`config.mk`:
```
export PLATFORM = sky130hd
export DESIGN_NAME = repeating_countdown_with_fade_unit
export DESIGN_NICKNAME = d
export VERILOG_FILES = /design/src/hw/rtl/rcdf_pkg.sv /design/src/hw/rtl/rcdf_alpha.sv /design/src/hw/rtl/repeating_countdown_with_fade_unit.sv
export SDC_FILE = /design/constraint.sdc
export NUM_CORES = 2
export LEC_CHECK = 0
export ABC_AREA = 1
export BUFFER_PORTS_ARGS = -buffer_cell sky130_fd_sc_hd__buf_2
export CAP_MARGIN = 30
export CORE_MARGIN = 2
export CORE_UTILIZATION = 40
export DETAILED_ROUTE_END_ITERATION = 7
export REMOVE_ABC_BUFFERS = 1
export SLEW_MARGIN = 15
export SYNTH_ARGS = -nofsm -noshare
export SYNTH_HDL_FRONTEND = slang
export SYNTH_SLANG_ARGS = --single-unit
export TNS_END_PERCENT = 50
```
`constraint.sdc`:
```
create_clock -name clk -period 6.85 [get_ports clk]
set_clock_uncertainty 0.2 [all_clocks]
set_input_delay 0 -clock clk [delete_from_list [all_inputs] [get_ports clk]]
set_output_delay 0 -clock clk [all_outputs]
set_load 0.02 [all_outputs]
```
`src/hw/rtl/rcdf_pkg.sv`:
```
// shared types and constants for the repeating countdown with fade block
// no dependencies; imported by rcdf_alpha and the top level
`default_nettype none

package rcdf_pkg;

  localparam int CFG_INDEX_W = 3;
  localparam int CFG_DATA_W  = 32;
  localparam int TICK_W      = 16;
  localparam int ALPHA_W     = 8;

  // register indexes on the configuration channel
  localparam logic [CFG_INDEX_W-1:0] REG_DURATION     = 3'd0;
  localparam logic [CFG_INDEX_W-1:0] REG_REPEAT_COUNT = 3'd1;
  localparam logic [CFG_INDEX_W-1:0] REG_FADE_ENABLE  = 3'd2;
  localparam logic [CFG_INDEX_W-1:0] REG_START_ALPHA  = 3'd3;
  localparam logic [CFG_INDEX_W-1:0] REG_END_ALPHA    = 3'd4;

  typedef enum logic {
    OP_TICK  = 1'b0,
    OP_START = 1'b1
  } opcode_t;

  // fade settings handed to the alpha unit
  typedef struct packed {
    logic               fade_enable;
    logic [ALPHA_W-1:0] start_alpha;
    logic [ALPHA_W-1:0] end_alpha;
  } alpha_cfg_t;

  // alpha unit response
  typedef struct packed {
    logic               done;
    logic [ALPHA_W-1:0] alpha;
  } alpha_rsp_t;

endpackage

`default_nettype wire

```
`src/hw/rtl/rcdf_alpha.sv`:
```
// alpha interpolation unit: one shared 8 x time-width multiplier, then a
// shift-subtract divider that retires one quotient bit a cycle; uses rcdf_pkg
`default_nettype none

module rcdf_alpha #(
  parameter int TIME_WIDTH = 32
) (
  input  wire                        clk,
  input  wire                        rst,
  input  wire                        req,
  input  wire [TIME_WIDTH-1:0]       elapsed,
  input  wire [TIME_WIDTH-1:0]       remaining,
  input  rcdf_pkg::alpha_cfg_t       cfg,
  output rcdf_pkg::alpha_rsp_t       rsp
);
  import rcdf_pkg::*;

  // numerator stays below 256 * period, so the quotient fits in alpha width
  localparam int NW = TIME_WIDTH + ALPHA_W;

  typedef enum logic [1:0] {
    A_IDLE,
    A_MUL_E,
    A_MUL_R,
    A_DIV
  } astate_t;

  astate_t               state;
  logic [TIME_WIDTH-1:0] period;
  logic [NW-1:0]         acc;
  logic [NW-1:0]         dsh;
  logic [ALPHA_W-1:0]    quot;
  logic [2:0]            cnt;

  logic [ALPHA_W-1:0]    mul_a;
  logic [TIME_WIDTH-1:0] mul_b;
  logic [NW-1:0]         product;
  logic                  fits;
  logic                  done_next;

  // shared multiplier: end * elapsed first, then start * remaining
  always_comb begin
    mul_a   = (state == A_MUL_E) ? cfg.end_alpha : cfg.start_alpha;
    mul_b   = (state == A_MUL_E) ? elapsed : remaining;
    product = NW'(mul_a) * NW'(mul_b);
    fits    = (acc >= dsh);
    // answer ready: fading off, zero period, or last quotient bit
    done_next = (state == A_IDLE && req && !cfg.fade_enable) ||
                (state == A_MUL_E && period == '0) ||
                (state == A_DIV && cnt == 3'd0);
  end

  always_ff @(posedge clk) begin
    if (rst) begin
      state    <= A_IDLE;
      rsp.done <= 1'b0;
    end else begin
      rsp.done <= done_next;
      unique case (state)
        A_IDLE: begin
          if (req) begin
            if (!cfg.fade_enable) begin
              rsp.alpha <= cfg.start_alpha;
            end else begin
              period <= elapsed + remaining;
              state  <= A_MUL_E;
            end
          end
        end
        A_MUL_E: begin
          if (period == '0) begin
            rsp.alpha <= cfg.end_alpha;
            state     <= A_IDLE;
          end else begin
            // half the period added up front rounds halves up
            acc   <= product + NW'(period >> 1);
            state <= A_MUL_R;
          end
        end
        A_MUL_R: begin
          acc   <= acc + product;
          dsh   <= NW'({period, 7'b0});
          cnt   <= 3'd7;
          quot  <= '0;
          state <= A_DIV;
        end
        A_DIV: begin
          if (fits) begin
            acc <= acc - dsh;
          end
          quot <= {quot[ALPHA_W-2:0], fits};
          dsh  <= dsh >> 1;
          cnt  <= cnt - 3'd1;
          if (cnt == 3'd0) begin
            rsp.alpha <= {quot[ALPHA_W-2:0], fits};
            state     <= A_IDLE;
          end
        end
        default: state <= A_IDLE;
      endcase
    end
  end

endmodule

`default_nettype wire

```
`src/hw/rtl/repeating_countdown_with_fade_unit.sv`:
```
// repeating countdown timer with linear alpha fade, top level
// depends on rcdf_pkg and rcdf_alpha
`default_nettype none

// A start word (tuser 1) loads the period from duration_ms, clears elapsed time
// and arms the repeat count; a tick word (tuser 0) moves up to tick_ms from the
// remaining to the elapsed time. One result word follows every input word,
// with the times after the word, expired/finished/running flags and alpha:
// start_alpha with fading off, end_alpha for a zero-length period, else
// round((end*elapsed + start*remaining) / period) with halves rounded up,
// taken before any reload. repeat_count 0 reloads forever. With fading on
// the alpha unit runs two passes through its one shared multiplier and then
// eight shift-subtract steps, one quotient bit a cycle. The input is taken
// again as soon as the result sits in the output register. Configuration
// writes are always taken; they must only come while the block is idle.
module repeating_countdown_with_fade_unit #(
  parameter int TIME_WIDTH   = 32,
  parameter int REPEAT_WIDTH = 8
) (
  input  wire                             clk,
  input  wire                             rst,
  // input words
  input  wire                             s_tvalid,
  output logic                            s_tready,
  input  wire  [15:0]                     s_tdata,   // tick_ms[15:0]
  input  wire  [0:0]                      s_tuser,   // opcode[0]
  // result words
  output logic                            m_tvalid,
  input  wire                             m_tready,
  // elapsed_ms[31:0], remaining_ms[63:32], expired[64], finished[65],
  // running[66], alpha[74:67], zero fill[79:75]
  output logic [79:0]                     m_tdata,
  // configuration writes
  input  wire                             cfg_valid,
  output logic                            cfg_ready,
  input  wire  [rcdf_pkg::CFG_INDEX_W-1:0] cfg_index,
  input  wire  [rcdf_pkg::CFG_DATA_W-1:0]  cfg_data
);
  import rcdf_pkg::*;

  typedef enum logic [2:0] {
    S_IDLE,
    S_STEP,
    S_CHECK,
    S_ALPHA,
    S_OUT
  } state_t;

  state_t state;

  // configuration registers
  logic [TIME_WIDTH-1:0]   duration;
  logic [REPEAT_WIDTH-1:0] repeat_count;
  alpha_cfg_t              fade_cfg;

  // timer state
  logic [TIME_WIDTH-1:0]   elapsed;
  logic [TIME_WIDTH-1:0]   remaining;
  logic [REPEAT_WIDTH-1:0] repeats_left;
  logic                    active;

  // captured word and per-word flags
  opcode_t                 opcode;
  logic [TICK_W-1:0]       tick;
  logic                    tick_run;
  logic                    expired_f;
  logic                    finished_f;
  logic                    reload_f;
  logic [ALPHA_W-1:0]      alpha_q;

  logic                    alpha_req;
  alpha_rsp_t              alpha_rsp;

  logic [TIME_WIDTH-1:0]   tick_ext;
  logic [TIME_WIDTH-1:0]   used;
  logic [TIME_WIDTH-1:0]   elapsed_out;
  logic [TIME_WIDTH-1:0]   remaining_out;

  assign s_tready  = (state == S_IDLE);
  assign cfg_ready = 1'b1;

  // tick time clamped to what is left of the period
  always_comb begin
    tick_ext      = TIME_WIDTH'(tick);
    used          = (tick_ext < remaining) ? tick_ext : remaining;
    // reload happens after alpha, so it is folded in as the result is written
    elapsed_out   = reload_f ? '0 : elapsed;
    remaining_out = reload_f ? duration : remaining;
  end

  rcdf_alpha #(
    .TIME_WIDTH(TIME_WIDTH)
  ) u_alpha (
    .clk      (clk),
    .rst      (rst),
    .req      (alpha_req),
    .elapsed  (elapsed),
    .remaining(remaining),
    .cfg      (fade_cfg),
    .rsp      (alpha_rsp)
  );

  always_ff @(posedge clk) begin
    if (rst) begin
      state                <= S_IDLE;
      m_tvalid             <= 1'b0;
      alpha_req            <= 1'b0;
      duration             <= '0;
      repeat_count         <= REPEAT_WIDTH'(1);
      fade_cfg             <= '0;
      elapsed              <= '0;
      remaining            <= '0;
      repeats_left         <= REPEAT_WIDTH'(1);
      active               <= 1'b0;
    end else begin
      // one-cycle request to the alpha unit once the flags are settled
      alpha_req <= (state == S_CHECK);

      if (cfg_valid) begin
        unique case (cfg_index)
          REG_DURATION:     duration             <= TIME_WIDTH'(cfg_data);
          REG_REPEAT_COUNT: repeat_count         <= REPEAT_WIDTH'(cfg_data[7:0]);
          REG_FADE_ENABLE:  fade_cfg.fade_enable <= cfg_data[0];
          REG_START_ALPHA:  fade_cfg.start_alpha <= cfg_data[ALPHA_W-1:0];
          REG_END_ALPHA:    fade_cfg.end_alpha   <= cfg_data[ALPHA_W-1:0];
          default: ;
        endcase
      end

      // S_OUT sets valid itself when it loads a new word
      if (m_tvalid && m_tready && state != S_OUT) begin
        m_tvalid <= 1'b0;
      end

      unique case (state)
        S_IDLE: begin
          if (s_tvalid) begin
            opcode <= opcode_t'(s_tuser[0]);
            tick   <= s_tdata;
            state  <= S_STEP;
          end
        end
        S_STEP: begin
          expired_f  <= 1'b0;
          finished_f <= 1'b0;
          reload_f   <= 1'b0;
          tick_run   <= 1'b0;
          if (opcode == OP_START) begin
            // restart from scratch, also while running
            remaining    <= duration;
            elapsed      <= '0;
            repeats_left <= repeat_count;
            active       <= 1'b1;
          end else if (active) begin
            remaining <= remaining - used;
            elapsed   <= elapsed + used;
            tick_run  <= 1'b1;
          end
          state <= S_CHECK;
        end
        S_CHECK: begin
          if (tick_run && remaining == '0) begin
            expired_f <= 1'b1;
            if (repeats_left != '0) begin
              repeats_left <= repeats_left - REPEAT_WIDTH'(1);
              if (repeats_left == REPEAT_WIDTH'(1)) begin
                // last limited period: stop without reload
                finished_f <= 1'b1;
                active     <= 1'b0;
              end else begin
                reload_f <= 1'b1;
              end
            end else begin
              // endless mode
              reload_f <= 1'b1;
            end
          end
          state <= S_ALPHA;
        end
        S_ALPHA: begin
          if (alpha_rsp.done) begin
            alpha_q <= alpha_rsp.alpha;
            state   <= S_OUT;
          end
        end
        S_OUT: begin
          // wait for a free output register
          if (!m_tvalid || m_tready) begin
            m_tdata   <= {5'b0, alpha_q, active, finished_f, expired_f,
                          32'(remaining_out), 32'(elapsed_out)};
            m_tvalid  <= 1'b1;
            elapsed   <= elapsed_out;
            remaining <= remaining_out;
            state     <= S_IDLE;
          end
        end
        default: state <= S_IDLE;
      endcase
    end
  end

  // the alpha unit only answers while a word waits for it
  assert property (@(posedge clk) disable iff (rst)
    alpha_rsp.done |-> state == S_ALPHA)
    else $error("alpha response outside the alpha wait");

  // a finished period is always an expired one and leaves the timer stopped
  assert property (@(posedge clk) disable iff (rst)
    m_tvalid && m_tdata[65] |-> m_tdata[64] && !m_tdata[66])
    else $error("finished without expiry or still running");

  // one word at a time: no second word right after acceptance
  assert property (@(posedge clk) disable iff (rst)
    s_tvalid && s_tready |=> !s_tready)
    else $error("input taken again while a word is in flight");

endmodule

`default_nettype wire
```
==> impl_metrics.tcl <==
set metrics [dict create \
    status "complete, but fails checks" \
    violations "negative setup slack" \
    dpl_cell_area_sq_mm 0.0402 \
    combPwrFrac_pct 31.3 \
    track_usage_pct 29.4 \
    yosysSeqAreaShare_pct 27.8 \
    clockRootBuffer "clkbuf_16" \
    coreArea_sq_mm 0.0869 \
    start_util_pct 40.4 \
    routedWlPerCell_microns 19.6 \
    port_buffers 133 \
    cts.sinks 371 \
    final_nets 6150 \
    cts_tree "yes" \
    layout_setup_ws_ns -0.0376 \
    final-setup-viol-count 4 \
    cp_slowest_stage_delay_ns 0.58 \
    vias 35835 \
    synth_warnings 0 \
    clkLatencyLatePin_ns 0.62 \
    overflow 0 \
    clockPowerShare_pct 34.7 \
    vias_per_cell 5.22 \
    max-slew-margin-rel_pct 37.1 \
    async_flop_share_pct 0 \
    yosys.area.top_type "edfxtp_1" \
    areaGrowthSynthToFinish_pct 26.8 \
    cap_violations 0 \
    die_h_microns 300 \
    clk_pin_slew_ns 0.06 \
    hold_viol_final 0 \
    antenna_found_initial 0 \
    netlist.area_leader.share_pct 19.9 \
    hp-class "in2reg" \
    totalWireLength_microns 135000 \
    power_density_mw_per_mm2 167 \
    io_pins 140 \
    ys_types 56 \
    synth.area.top_cells "edfxtp_1 20%, nand2_1 12%, fa_1 11%" \
    fillers 8623 \
    slew_viol_final 0 \
    final_area_sq_mm 0.0445 \
    p_seq_share_pct 34.0 \
    diodes 0 \
    syn_area_per_cell_sq_um 7.02 \
    row_count 108 \
    crit_fanout 21 \
    syn_area_sq_mm 0.0351 \
    synth_edf_count 233 \
    gp_congestion 0.978 \
    grt_pass1_wl_microns 205000 \
    synth_ff_type "edfxtp_1" \
    fin_util_pct 51.2 \
    timing.critical_path.arrival_ns 7.01 \
    rsz0062_at_grt "yes" \
    start_kind "register" \
    cts_buffers 46 \
    power_switching_mw 2.65 \
    switching_share_pct 35.7 \
    syn_inst 5000 \
    period_share_pct 101 \
    fp.dieW_microns 300 \
    fin_crit_ns 6.89 \
    endpoint_kind "register" \
    drtIter0Drc 2633 \
    layout-drive-gt1-share_pct 16.8 \
    grt_pass1_vias 35483 \
    worst_slew_pin_slew_ns 0.943 \
    cts_max_path_buffers 3 \
    cp_common_cell "nand2_1" \
    drc 0 \
    internal-power_mw 4.78 \
    cts_max_level 2 \
    ant_nets 0 \
    p_leak_nw 21.0 \
    synth-seq-cells 371 \
    cp_slowest_cell "fa_1" \
    dr.pass1.iters 6 \
    grt_max_degree 94 \
    vdd_ir_drop_max_v 0.000232 \
    die_area_sq_mm 0.0901 \
    fmax_ghz 0.145 \
    dpl.hpwl_microns 109000 \
    worstPathRequired_ns 6.98 \
    critical_path_class "reg2reg" \
]
[power by group through the flow]
stage,sequential [mW],clock (mW),combinational (mW)
after floorplan,2.57,0,1.34
after global routing,2.53,2.69,2.54
after detailed placement,2.57,0,2.17
after global placement,2.57,0,2.16
final,2.53,2.58,2.32
after CTS,2.52,2.61,2.25
[area by class of cell]
type / instances / area (sq um) / area share, %
inverters: 730 / 2760 / 6.19
multi-input cells: 3787 / 23200 / 52.2
clock buffers: 62 / 1250 / 2.81
well taps: 1155 / 1450 / 3.25
flip-flops and latches: 371 / 9760 / 21.9
repair buffers: 737 / 5750 / 12.9
clock inverters: 23 / 310 / 0.698
[repair_timing]
action	CTS	global route
hold endpoints to repair	132	0
cloned	1	0
pin swaps	31	31
setup buffers	12	13
hold buffers	131	0
endpoints found under the setup margin	29	30
resized for setup	149	156
[routing by layer]
metal | GRT usage (%) | up-vias | routed length, microns
li1 | - | 17613 | -
met1 | 36.6 | 16806 | 55800
met2 | 52.0 | 1143 | 65400
met3 | 2.58 | 273 | 6550
met4 | 13.0 | 0 | 6840
met5 | 0 | - | 0
[path summary, 6_finish.rpt]
kind	start	end	slack, ns	depth (start not counted)
min	cfg_data[0]	repeat_count[0]	0.05	4
min reg2reg	alpha_q[7]	m_tdata[74]	0.21	0
max reg2reg	u_alpha.state[0]	u_alpha.acc[33]	-0.04	34
max	u_alpha.state[0]	u_alpha.acc[33]	-0.04	34
[critical path, delay by kind of cell, from the launching register on]
family	cells	cell delay, ns
XOR/XNOR	1	0.25
flip-flops	1	0.34
adder cells (fa/ha/maj)	6	2.64
AND/OR/NAND/NOR	13	1.32
buffers and inverters	9	1.11
AO/OA/AOI/OAI	5	0.76
[registers in the layout, summed over array words and instances (netlist names), 9 cells and up, named ones only]
| register | cells |
|---|---|
| duration | 32 |
| elapsed | 32 |
| fade_cfg | 17 |
| m_tdata | 75 |
| remaining | 32 |
| tick | 16 |
| u_alpha.acc | 40 |
| u_alpha.dsh | 39 |
| u_alpha.period | 32 |
| u_alpha.rsp | 9 |
[kinds of logic (layout without fill, tap and decap cells)]
group	count (synthesis)	count (layout)	synth area share [%]
and+or+nand+nor	2287	2288	26.5
AOI/OAI and AO/OA	965	965	14.9
buffers and inverters	862	1552	9.52
adders and majority gates	420	420	18.9
DFF	371	371	27.8
xor gates and xnor gates	92	92	2.30
other	2	21	0.0214
muxes	1	1	0.0285
[cells in the final DEF, fill, tap and decap left out, types with 131 or more instances in the layout]
master | synthesis | routed
fa_1 | 185 | 176
a21oi_1 | 398 | 363
nand2_1 | 1110 | 1089
o21ai_0 | 358 | 317
dfxtp_1 | 138 | 136
nor2_1 | 780 | 711
buf_4 | 12 | 455
dlygate4sd3_1 | 0 | 131
nand3_1 | 229 | 222
ha_1 | 235 | 208
inv_1 | 716 | 697
edfxtp_1 | 233 | 233
buf_2 | 36 | 133
[per-stage QoR]
stage / setup WS (ns) / std cells / hold WS [ns] / total power, mW / setup TNS [ns]
finish: -0.0376 / 6865 / 0.0539 / 7.42 / -0.0828
global route: -0.397 / 6865 / 0.0677 / 7.77 / -6.13
CTS: -0.0164 / 6850 / 0.00560 / 7.38 / -0.0426
detailed placement: -0.600 / 6621 / -0.0219 / 4.74 / -10.44
global placement: -0.598 / 6620 / -0.0224 / 4.73 / -8.70
floorplan: -1.33 / 4887 / -0.131 / 3.91 / -33.82
[synthesized netlist by cell type (3+ instances only)]
master    instances
buf_1             3
o221ai_1          7
o21bai_1         30
o211ai_1         11
o21ai_2           7
nor3_1           44
fa_1            185
a21boi_0          8
a31oi_1          23
clkbuf_1         79
and2_1            3
dfxtp_1         138
buf_4            12
a21o_1           27
a21oi_1         398
inv_2            11
ha_1            235
xnor2_1          35
inv_1           716
edfxtp_1        233
or2_2             9
nor2_1          780
buf_2            36
nand4_1          57
clkinv_1          3
o31ai_1           4
nand3_2           3
nand3b_1         14
o21ai_0         358
o21a_1            9
nand3_1         229
o21ai_1          64
nand2_1        1110
nor4_1           21
a211oi_1          9
and3_1            7
xor2_1           57
Note: power is estimated with default switching activity, not from simulation.
